===== config.mk =====
export PLATFORM = sky130hd
export DESIGN_NAME = point_box_crop_nearest_point
export DESIGN_NICKNAME = d
export VERILOG_FILES = /design/src/rtl/pbc_pkg.sv /design/src/rtl/pbc_ctrl.sv /design/src/rtl/pbc_dpath.sv /design/src/rtl/point_box_crop_nearest_point.sv
export SDC_FILE = /design/constraint.sdc
export NUM_CORES = 2
export LEC_CHECK = 0
export ABC_AREA = 0
export BUFFER_PORTS_ARGS = -buffer_cell sky130_fd_sc_hd__buf_2
export CORE_ASPECT_RATIO = 1.2
export CORE_MARGIN = 3
export CORE_UTILIZATION = 40
export DETAILED_ROUTE_END_ITERATION = 10
export GPL_ROUTABILITY_DRIVEN = 0
export GPL_TIMING_DRIVEN = 0
export PLACE_DENSITY_LB_ADDON = 0.2
export SLEW_MARGIN = 40
export SYNTH_ARGS = -nofsm -noshare
export SYNTH_HDL_FRONTEND = slang
export SYNTH_SLANG_ARGS = --single-unit

===== constraint.sdc =====
create_clock -name clk_i -period 10.1 [get_ports clk_i]
set_input_delay 0 -clock clk_i [delete_from_list [all_inputs] [get_ports clk_i]]
set_output_delay 0 -clock clk_i [all_outputs]
set_load 0.05 [all_outputs]

===== src/rtl/pbc_pkg.sv =====
// ----------------------------------------------------------------------------
// pbc_pkg
// Shared types and constants for the point box crop block: payload structs,
// register indexes and the command and status groups between control and
// datapath.
// ----------------------------------------------------------------------------
package pbc_pkg;

  localparam int CoordBits = 20;
  localparam int CountBits = 18;
  localparam int MaxPoints = 131072;
  localparam int SqBits    = 2 * CoordBits + 2;
  localparam int RootBits  = CoordBits + 1;
  localparam int RootSteps = RootBits;
  localparam int StepBits  = $clog2(RootSteps);
  localparam int CfgIdxBits = 3;

  localparam logic signed [CoordBits-1:0] XLowerRst = CoordBits'(400);
  localparam logic signed [CoordBits-1:0] XUpperRst = CoordBits'(7000);
  localparam logic signed [CoordBits-1:0] YLowerRst = -CoordBits'(7000);
  localparam logic signed [CoordBits-1:0] YUpperRst = CoordBits'(7000);
  localparam logic signed [CoordBits-1:0] ZLowerRst = -CoordBits'(4000);
  localparam logic signed [CoordBits-1:0] ZUpperRst = CoordBits'(4000);
  localparam logic [CountBits-1:0]        MinPointsRst = CountBits'(256);

  typedef enum logic [CfgIdxBits-1:0] {
    CfgXLower    = 3'd0,
    CfgXUpper    = 3'd1,
    CfgYLower    = 3'd2,
    CfgYUpper    = 3'd3,
    CfgZLower    = 3'd4,
    CfgZUpper    = 3'd5,
    CfgMinPoints = 3'd6
  } cfg_idx_e;

  typedef enum logic [1:0] {
    SelX = 2'd0,
    SelY = 2'd1,
    SelZ = 2'd2,
    SelAcc = 2'd3
  } sq_sel_e;

  typedef struct packed {
    logic signed [CoordBits-1:0] px;
    logic signed [CoordBits-1:0] py;
    logic signed [CoordBits-1:0] pz;
    logic                        frame_end;
  } pbc_in_t;

  typedef struct packed {
    logic                        kind;
    logic signed [CoordBits-1:0] out_x;
    logic signed [CoordBits-1:0] out_y;
    logic signed [CoordBits-1:0] out_z;
    logic [CoordBits-1:0]        nearest_distance;
    logic                        none_kept;
    logic [CountBits-1:0]        kept_count;
    logic                        short_frame;
    logic                        run_last;
  } pbc_out_t;

  typedef struct packed {
    logic    in_load;
    logic    sq_en;
    sq_sel_e sq_sel;
    logic    upd_en;
    logic    out_load_pt;
    logic    root_init;
    logic    root_step;
    logic    out_load_sum;
  } pbc_cmd_t;

  typedef struct packed {
    logic in_box;
    logic frame_end;
    logic out_busy;
  } pbc_sts_t;

endpackage


===== src/rtl/pbc_ctrl.sv =====
// ----------------------------------------------------------------------------
// pbc_ctrl
// Sequencer for the point box crop block: box check, squared distance over a
// shared multiplier, nearest update, result transfers and the frame-end root.
// ----------------------------------------------------------------------------
module pbc_ctrl
  import pbc_pkg::*;
(
  input  logic     clk_i,
  input  logic     rst_ni,
  input  logic     in_valid_i,
  output logic     in_ready_o,
  input  pbc_sts_t sts_i,
  output pbc_cmd_t cmd_o
);

  typedef enum logic [2:0] {
    S_IDLE,
    S_CHECK,
    S_SQ,
    S_UPD,
    S_PT,
    S_ROOT,
    S_SUM
  } state_e;

  state_e              state_q, state_d;
  logic [StepBits-1:0] cnt_q, cnt_d;

  always_comb begin
    state_d    = state_q;
    cnt_d      = cnt_q;
    cmd_o      = '0;
    cmd_o.sq_sel = SelX;
    in_ready_o = 1'b0;
    case (state_q)
      S_IDLE: begin
        in_ready_o = 1'b1;
        if (in_valid_i) begin
          cmd_o.in_load = 1'b1;
          state_d       = S_CHECK;
        end
      end
      S_CHECK: begin
        cnt_d = '0;
        if (sts_i.in_box) begin
          state_d = S_SQ;
        end else if (sts_i.frame_end) begin
          cmd_o.root_init = 1'b1;
          state_d         = S_ROOT;
        end else begin
          state_d = S_IDLE;
        end
      end
      S_SQ: begin
        cmd_o.sq_en  = 1'b1;
        cmd_o.sq_sel = sq_sel_e'(cnt_q[1:0]);
        if (cnt_q[1:0] == SelAcc) begin
          cnt_d   = '0;
          state_d = S_UPD;
        end else begin
          cnt_d = cnt_q + 1'b1;
        end
      end
      S_UPD: begin
        cmd_o.upd_en = 1'b1;
        state_d      = S_PT;
      end
      S_PT: begin
        if (!sts_i.out_busy) begin
          cmd_o.out_load_pt = 1'b1;
          cnt_d             = '0;
          if (sts_i.frame_end) begin
            cmd_o.root_init = 1'b1;
            state_d         = S_ROOT;
          end else begin
            state_d = S_IDLE;
          end
        end
      end
      S_ROOT: begin
        cmd_o.root_step = 1'b1;
        if (cnt_q == StepBits'(RootSteps - 1)) begin
          state_d = S_SUM;
        end else begin
          cnt_d = cnt_q + 1'b1;
        end
      end
      S_SUM: begin
        if (!sts_i.out_busy) begin
          cmd_o.out_load_sum = 1'b1;
          state_d            = S_IDLE;
        end
      end
      default: begin
        state_d = S_IDLE;
      end
    endcase
  end

  always_ff @(posedge clk_i or negedge rst_ni) begin
    if (!rst_ni) begin
      state_q <= S_IDLE;
      cnt_q   <= '0;
    end else begin
      state_q <= state_d;
      cnt_q   <= cnt_d;
    end
  end

endmodule


===== src/rtl/pbc_dpath.sv =====
// ----------------------------------------------------------------------------
// pbc_dpath
// Datapath of the point box crop block: box registers, input and output
// registers, shared squarer, nearest point state and a bit-pair square root.
// ----------------------------------------------------------------------------
module pbc_dpath
  import pbc_pkg::*;
#(
  parameter int MAX_POINTS = MaxPoints
) (
  input  logic                  clk_i,
  input  logic                  rst_ni,
  input  logic                  cfg_we_i,
  input  logic [CfgIdxBits-1:0] cfg_idx_i,
  input  logic [CoordBits-1:0]  cfg_data_i,
  input  pbc_in_t               in_data_i,
  output logic                  out_valid_o,
  input  logic                  out_ready_i,
  output pbc_out_t              out_data_o,
  input  pbc_cmd_t              cmd_i,
  output pbc_sts_t              sts_o
);

  localparam int CntBits = $clog2(MAX_POINTS + 1);
  localparam int ExtBits = CntBits + CountBits;

  logic signed [CoordBits-1:0] x_lo_q, x_hi_q, y_lo_q, y_hi_q, z_lo_q, z_hi_q;
  logic [CountBits-1:0]        min_pts_q;

  pbc_in_t                     in_q;
  pbc_out_t                    out_q, out_d;
  logic                        out_valid_q, out_valid_d;

  logic [CoordBits-1:0]        sq_op, sq_mag;
  logic [2*CoordBits-1:0]      prod_q;
  logic [SqBits-1:0]           acc_q;

  logic [CntBits-1:0]          kept_q;
  logic [SqBits-1:0]           best_sq_q;
  logic signed [CoordBits-1:0] best_x_q, best_y_q, best_z_q;
  logic                        have_q;

  logic [SqBits-1:0]           rad_q;
  logic [RootBits+1:0]         rem_q, rem_sh, trial;
  logic [RootBits-1:0]         root_q;
  logic [CoordBits-1:0]        root_dist;
  logic [ExtBits-1:0]          kept_ext, min_ext;

  // configuration
  always_ff @(posedge clk_i or negedge rst_ni) begin
    if (!rst_ni) begin
      x_lo_q    <= XLowerRst;
      x_hi_q    <= XUpperRst;
      y_lo_q    <= YLowerRst;
      y_hi_q    <= YUpperRst;
      z_lo_q    <= ZLowerRst;
      z_hi_q    <= ZUpperRst;
      min_pts_q <= MinPointsRst;
    end else if (cfg_we_i) begin
      case (cfg_idx_e'(cfg_idx_i))
        CfgXLower:    x_lo_q    <= cfg_data_i;
        CfgXUpper:    x_hi_q    <= cfg_data_i;
        CfgYLower:    y_lo_q    <= cfg_data_i;
        CfgYUpper:    y_hi_q    <= cfg_data_i;
        CfgZLower:    z_lo_q    <= cfg_data_i;
        CfgZUpper:    z_hi_q    <= cfg_data_i;
        CfgMinPoints: min_pts_q <= cfg_data_i[CountBits-1:0];
        default: begin
        end
      endcase
    end
  end

  always_ff @(posedge clk_i) begin
    if (cmd_i.in_load) begin
      in_q <= in_data_i;
    end
  end

  assign sts_o.in_box = (in_q.px > x_lo_q) && (in_q.px < x_hi_q) &&
                        (in_q.py > y_lo_q) && (in_q.py < y_hi_q) &&
                        (in_q.pz > z_lo_q) && (in_q.pz < z_hi_q);
  assign sts_o.frame_end = in_q.frame_end;
  assign sts_o.out_busy  = out_valid_q && !out_ready_i;

  // squared distance: one square per cycle, each square accumulated in the cycle after
  always_comb begin
    case (cmd_i.sq_sel)
      SelX:    sq_op = in_q.px;
      SelY:    sq_op = in_q.py;
      SelZ:    sq_op = in_q.pz;
      default: sq_op = '0;
    endcase
    sq_mag = sq_op[CoordBits-1] ? (~sq_op + 1'b1) : sq_op;
  end

  always_ff @(posedge clk_i) begin
    if (cmd_i.sq_en) begin
      prod_q <= sq_mag * sq_mag;
      if (cmd_i.sq_sel == SelX) begin
        acc_q <= '0;
      end else begin
        acc_q <= acc_q + SqBits'(prod_q);
      end
    end
  end

  // nearest point and kept count
  always_ff @(posedge clk_i or negedge rst_ni) begin
    if (!rst_ni) begin
      kept_q    <= '0;
      best_sq_q <= '1;
      best_x_q  <= '0;
      best_y_q  <= '0;
      best_z_q  <= '0;
      have_q    <= 1'b0;
    end else if (cmd_i.out_load_sum) begin
      kept_q    <= '0;
      best_sq_q <= '1;
      best_x_q  <= '0;
      best_y_q  <= '0;
      best_z_q  <= '0;
      have_q    <= 1'b0;
    end else if (cmd_i.upd_en) begin
      if (kept_q < CntBits'(MAX_POINTS)) begin
        kept_q <= kept_q + 1'b1;
      end
      if (!have_q || (acc_q < best_sq_q)) begin
        best_sq_q <= acc_q;
        best_x_q  <= in_q.px;
        best_y_q  <= in_q.py;
        best_z_q  <= in_q.pz;
        have_q    <= 1'b1;
      end
    end
  end

  // integer square root, two radicand bits per step
  assign rem_sh = {rem_q[RootBits-1:0], rad_q[SqBits-1 -: 2]};
  assign trial  = {root_q, 2'b01};

  always_ff @(posedge clk_i) begin
    if (cmd_i.root_init) begin
      rad_q  <= best_sq_q;
      rem_q  <= '0;
      root_q <= '0;
    end else if (cmd_i.root_step) begin
      rad_q <= rad_q << 2;
      if (rem_sh >= trial) begin
        rem_q  <= rem_sh - trial;
        root_q <= {root_q[RootBits-2:0], 1'b1};
      end else begin
        rem_q  <= rem_sh;
        root_q <= {root_q[RootBits-2:0], 1'b0};
      end
    end
  end

  assign root_dist = (!have_q || root_q[RootBits-1]) ? '1 : root_q[CoordBits-1:0];
  assign kept_ext  = ExtBits'(kept_q);
  assign min_ext   = ExtBits'(min_pts_q);

  // result register
  always_comb begin
    out_d       = out_q;
    out_valid_d = out_valid_q;
    if (out_ready_i) begin
      out_valid_d = 1'b0;
    end
    if (cmd_i.out_load_pt) begin
      out_d          = '0;
      out_d.out_x    = in_q.px;
      out_d.out_y    = in_q.py;
      out_d.out_z    = in_q.pz;
      out_d.run_last = !in_q.frame_end;
      out_valid_d    = 1'b1;
    end else if (cmd_i.out_load_sum) begin
      out_d.kind             = 1'b1;
      out_d.out_x            = best_x_q;
      out_d.out_y            = best_y_q;
      out_d.out_z            = best_z_q;
      out_d.nearest_distance = root_dist;
      out_d.none_kept        = !have_q;
      out_d.kept_count       = kept_ext[CountBits-1:0];
      out_d.short_frame      = kept_ext < min_ext;
      out_d.run_last         = 1'b1;
      out_valid_d            = 1'b1;
    end
  end

  always_ff @(posedge clk_i or negedge rst_ni) begin
    if (!rst_ni) begin
      out_valid_q <= 1'b0;
    end else begin
      out_valid_q <= out_valid_d;
    end
  end

  always_ff @(posedge clk_i) begin
    out_q <= out_d;
  end

  assign out_valid_o = out_valid_q;
  assign out_data_o  = out_q;

endmodule


===== src/rtl/point_box_crop_nearest_point.sv =====
// ----------------------------------------------------------------------------
// point_box_crop_nearest_point
// Crops lidar points to a box, passes kept points on and reports the nearest
// kept point, its distance and the kept count at each frame end.
//
//   channel   direction  signals                         transfer when
//   in        input      in_valid_i/in_ready_o/in_data_i  valid & ready
//   out       output     out_valid_o/out_ready_i/out_data_o valid & ready
//   cfg       input      cfg_we_i/cfg_idx_i/cfg_data_i    cfg_we_i
//
// A point outside the box passes the idle and check states; a kept point also
// runs the squarer steps, the nearest update and the result load, plus any wait
// on the result register. Frame end adds the square root unit (one result bit per cycle) and the summary transfer.
// A new point is accepted while a result still waits in the output register.
// Reset restores the default box and clears the frame state at once.
// ----------------------------------------------------------------------------
module point_box_crop_nearest_point
  import pbc_pkg::*;
#(
  parameter int MAX_POINTS = MaxPoints
) (
  input  logic                  clk_i,
  input  logic                  rst_ni,
  input  logic                  cfg_we_i,
  input  logic [CfgIdxBits-1:0] cfg_idx_i,
  input  logic [CoordBits-1:0]  cfg_data_i,
  input  logic                  in_valid_i,
  output logic                  in_ready_o,
  input  pbc_in_t               in_data_i,
  output logic                  out_valid_o,
  input  logic                  out_ready_i,
  output pbc_out_t              out_data_o
);

  pbc_cmd_t cmd;
  pbc_sts_t sts;

  pbc_ctrl u_ctrl (
    .clk_i      (clk_i),
    .rst_ni     (rst_ni),
    .in_valid_i (in_valid_i),
    .in_ready_o (in_ready_o),
    .sts_i      (sts),
    .cmd_o      (cmd)
  );

  pbc_dpath #(
    .MAX_POINTS (MAX_POINTS)
  ) u_dpath (
    .clk_i       (clk_i),
    .rst_ni      (rst_ni),
    .cfg_we_i    (cfg_we_i),
    .cfg_idx_i   (cfg_idx_i),
    .cfg_data_i  (cfg_data_i),
    .in_data_i   (in_data_i),
    .out_valid_o (out_valid_o),
    .out_ready_i (out_ready_i),
    .out_data_o  (out_data_o),
    .cmd_i       (cmd),
    .sts_o       (sts)
  );

endmodule

* Word level (Yosys, flattened, before mapping) *
Index checks and enable logic that the tools add are counted.

word-level totals
  flip-flop bits (word level) = 597
  input bits = 89
  logic and storage cells = 160

operators by class
  $add $sub $neg = 5
  multipliers = 1
  $lt $le $gt $ge = 10
  equal/unequal tests = 22
  multiplexer cells = 55
  bitwise logic cells = 1
  reductions and logical operators = 32

operator list
  cell                   number
  $mux 20                11
  $mux 42                5
  $mux 101               2
  $gt 20x20->1           3
  $lt 20x20->1           3
  $pmux 20 s3            1
  $mux 18                3
  $add 42x40->42         1
  $lt 42x42->1           1
  $mul 20x20->40         1
  $mux 3                 8
  $ge 23x23->1           1
  $mux 21                1
  $pmux 3 s7             1
  $sub 21x21->21         1
  $add 20x1->20 const B  1
  $not 20->20            1
  $pmux 5 s4             1
  $add 18x1->18 const B  1
  $eq 3x3->1 const B     6
  $lt 18x18->1           1
  $lt 18x18->1 const B   1
  $reduce_and 2->1       9
  $mux 1                 17
  other kinds (21)       45

* Depth between registers and ports, before layout *
  depth in word-level cells = 9
  gate-level depth with buffers = 43

* By module *
From an unflattened synthesis, not the netlist that was laid out.

second synthesis, totals
  cell total of the unflattened synthesis = 4,145
  area, all modules = 42,240.5 um^2

modules (own cells, without submodules)
  module     times used  cells an instance  area each (um^2)  seq. area each (um^2)
  pbc_dpath  1           4,072              41,607.4          15,633.7
  pbc_ctrl   1           73                 633.1             200.2

* Worst setup path after synthesis *
Ideal clock, no wire load.

  kind = reg2reg
  from = reg u_ctrl.state_q[2]
  to = reg u_dpath.prod_q[24], data pin
  setup time = 261 ps
  data arrival time = 9,221 ps
  setup slack = 618 ps
  cell stages (with the launch flop) = 38
  path buffers = 4
  path through = dfrtp_1 buf_6 or3b_1 buf_6 clkinv_4 o21ai_4 buf_6 o2bb2ai_1 inv_1 ha_1 inv_1 nor3_2 a31oi_1 xnor2_1 clkbuf_1 nor2_1 fa_1 inv_1 [... 2 more ...] fa_1 fa_1 inv_1 fa_1 inv_1 fa_1 inv_1 fa_1 inv_1 ha_1 nand4_1 or4b_2 a21boi_0 o21ai_0 a21boi_0 or2_2 a2111oi_0 a311o_1

on the way
  cells in the longest elaborated chain, start to end = 8
  elaborated cells on any way between the ends = 10
  those cells by class = add/sub (1); mul (1); eq/ne (3); mux (3); bitwise (1); reduce/logical (1)

RTL lines
  what                                RTL line         source
  start: declaration                  pbc_ctrl.sv:27   state_e state_q, state_d;
  start signal: assignment            pbc_ctrl.sv:106  state_q <= state_d;
  $eq 3x2->1 (*)                      pbc_ctrl.sv:36   case (state_q)
  $mux 3 (*)                          pbc_ctrl.sv:36
  $eq 2x2->1 (tied with other cells)  pbc_dpath.sv:88  case (cmd_i.sq_sel)
  $pmux 20 s3 (*)                     pbc_dpath.sv:88
  $not 20->20                         pbc_dpath.sv:94  sq_mag = sq_op[CoordBits-1] ? (~sq_op + 1'b1) : sq_op;
  $add 20x1->20                       pbc_dpath.sv:94
  $mux 20 (*)                         pbc_dpath.sv:94
  $mul 20x20->40 (*)                  pbc_dpath.sv:99  prod_q <= sq_mag * sq_mag;
  end signal: assignment              pbc_dpath.sv:99
  end: declaration                    pbc_dpath.sv:35  logic [2*CoordBits-1:0] prod_q;

Every way passes the cells marked *; elsewhere a longest branch is shown, timed or not.
A chain may end at the register's enable or synchronous reset.

* Worst setup path after layout *
  from = reg u_ctrl.state_q[2]
  to = reg u_dpath.prod_q[20], data pin

Same word-level chain as after synthesis.

==> qor.txt <==
drc violations = 0
Synth Area in Compound Gates = 13.2%
Port Buffers = 192
H-tree level count = 3
first-pass GRT wire length = 198000 um
Starting Density = 40.6%
min Tclk post-route = 9.79 ns
Largest stage delay, worst path = 0.72 ns
Gate Count Post-Synth = 4348
Critical R2R Launch = u_ctrl.state_q[2]
gr ovfl total = 0
worst min-delay path class = in2reg
WP data arrival = 10.13 ns
CTS Buf Count = 69
Die W = 305 um
clock sink count = 596
row count = 130
Final setup viols = 0
R2R depth = 34
Yosys cell types = 94
via count = 33100
R2R Setup Slk = 0.31 ns
Post-synth ARST share = 45.0%
share of post-route cells with drive strength above 1 = 14.1%
non-filler cells, final = 6195
mean routed wirelength per cell = 20.7 um
Reg-to-Reg End = u_dpath.prod_q[20]
clock slew seen by the registers of the worst setup and hold paths = 0.07 ns
routed vias/inst = 5.34
Total GRT Usage = 23.0%
Adder-Cell Fraction of Synth Area = 24.5%
die height = 364 um
Synth Cell Area = 42800 um2
vias in the first global route = 33600
P&R area growth vs syn = 16.5%
DRT antenna net count = 0
TritonCTS clock tree = done
Worst Hold Path Cells = 6
Max transition margin = 39.7%
FMAX = 102 MHz
mean post-synth cell area = 9.85 um2
Slew Limit Fails = 0
initial antenna violation count = 4
Synth Area in XOR/XNOR = 2.31%
CP endpoint kind = register
Top cell by count, worst path = fa_1
HP Start = cfg_idx_i[1]
worst path required time = 10.43 ns
largest net degree at the start of global routing = 90
CP Launch Type = register
clock root buffer = clkbuf_16
I/O Pins = 193
number of synthesized register bits = 596
# Max-Cap Violations = 0
Post-synth EDFFs = 245
Min-Delay Endpoint = u_dpath.y_lo_q[19]
dpl cells = 5950
initial DRC count = 2554
core box area = 105000 um2
post-DP HPWL = 97900 um
Simple-Gate Fraction of Synth Area = 11.2%
status = finished clean
router iterations before antenna repair = 5
clock latency on the worst-skew pair = 0.65 ns
CTS max path bufs = 3
Final Hold Fails = 0
largest family of logic cells by synthesized area = adder cells
proportion of synthesized area in mux cells = 4.53%
worst-margin pin slew = 0.904 ns
worst-path fanout max = 10
dominant synthesized flop cell = edfxtp_1
post-synthesis sequential area ratio = 37.0%
Worst Skew = 0.0321 ns
kind of critical path = reg2reg
DIE AREA = 111000 um2
nets = 5509
Critical Path Slowest Stage Cell = or4b_2
period utilisation layout = 96.9%
final WL = 129000 um
yosys warns = 0
-- critical path, delay by kind of cell (launching register included) --
family                     cells  cell delay (ns)
AOI/OAI and AO/OA              8             1.60
DFF                            1             0.38
xor gates and xnor gates       1             0.38
adders and majority gates      8             3.92
buffers and inverters         11             1.11
and+or+nand+nor                6             2.06
-- final cells by class --
cell class              count  area [um2]
inverters                 622        2370
diodes                      1        2.50
repair inverters            1        11.3
plain buffers             183         860
repair buffers            319        2330
flip-flops and latches    596       15800
well taps                1386        1730
clock inverters            40         547
clock buffers              88        1930
fillers                 10000       55500
multi-input cells        2959       24300
-- per-layer routing --
layer	vias up	track usage, %	routed length [um]
met5	-	0	0
met4	0	8.39	4630
met3	263	3.47	7660
met2	978	38.2	59800
met1	16200	30.6	56500
li1	15600	-	-
-- per-stage QoR --
stage	setup WS [ns]	area [um2]	setup TNS (ns)	utilization, %	hold WS [ns]
floorplan	0.618	42900	0	-	-0.296
global placement	-1.38	45600	-20.42	43.2	0.177
detailed placement	-1.46	45900	-20.30	43.5	0.00206
CTS	0.00391	49600	0	47.0	0.00115
global route	-0.0337	49900	-0.0902	47.3	0.0490
finish	0.309	49900	0	47.3	0.0503
-- cells in the final DEF, fill, tap and decap left out, types with 83 or more instances in the layout --
master and instances:
inv_1 611, ha_1 386, nand2_1 372, o21ai_0 314, fa_1 282, nor2_1 276, a21oi_1 260, edfxtp_1 245
buf_2 205, dfrtp_1 180, nand3_1 132, clkbuf_1 123, mux2_2 98, nor3_1 93, a21o_1 90, dfstp_2 87
dlygate4sd3_1 85, dfxtp_1 83
-- Yosys cell counts, drive strengths merged (12+ instances only) --
cell type	count	share of area [%]
fa	282	13
nor3	95	1.1
a21o	90	1.6
a21boi	14	0.25
or3	12	0.18
nand3	132	1.5
o22ai	41	0.61
o21ai	321	3.8
o211ai	15	0.26
nor2b	18	0.26
edfxtp	245	17
xor2	41	0.93
mux2	103	2.7
o2bb2ai	12	0.27
nand2	373	3.3
inv	620	5.4
a21oi	263	3.1
xnor2	65	1.4
nor2	282	2.5
mux2i	78	1.8
nand2b	13	0.19
o31ai	17	0.34
dfxtp	83	3.9
o21a	23	0.40
a31oi	16	0.27
dfstp	87	5.3
and2	19	0.28
and3	14	0.20
or2	15	0.22
nand4	42	0.61
o21bai	16	0.28
dfrtp	181	11
buf	49	0.63
clkbuf	136	1.2
a22oi	21	0.37
a211oi	24	0.42
ha	387	11
-- state kept, by name (all words and copies together), names as in the netlist, 21 cells and up --
signal              count
u_dpath.rad_q          42
u_dpath.rem_q          21
u_dpath.prod_q         39
u_dpath.out_data_o    102
u_dpath.root_q         21
u_dpath.acc_q          42
u_dpath.in_q           60
u_dpath.best_sq_q      42
-- repair_timing --
item                                   4_1_cts  5_1_grt
setup endpoints to repair                   27       19
setup buffers                               14       17
endpoints found under the hold margin      387        0
hold buffers                                86        0
gates cloned                                 0        1
gates resized for setup                     47       38
pin swaps                                    8       10
-- worst max-delay path by stage --
stage                     depth (start not counted)                  to  slack [ns]               from
after CTS                                        36  u_dpath.prod_q[20]       0.004  u_ctrl.state_q[2]
after global routing                             36  u_dpath.prod_q[24]       -0.03  u_ctrl.state_q[1]
final                                            34  u_dpath.prod_q[20]        0.31  u_ctrl.state_q[2]
after floorplan                                  37  u_dpath.prod_q[24]        0.62  u_ctrl.state_q[2]
after detailed placement                         35  u_dpath.prod_q[20]       -1.46  u_ctrl.state_q[0]
after global placement                           36  u_dpath.prod_q[38]       -1.38  u_ctrl.state_q[2]
-- cells by family after synthesis --
logic type	after synthesis
simple gates	1054
compound gates	933
buf+inv	807
fa+ha+maj	669
flops	596
mux	181
xor+xnor	106
other cells	2
Power is left out: the tool's default activity adds up to more than one toggle a clock period on the data nets, which glitch-free logic cannot reach.
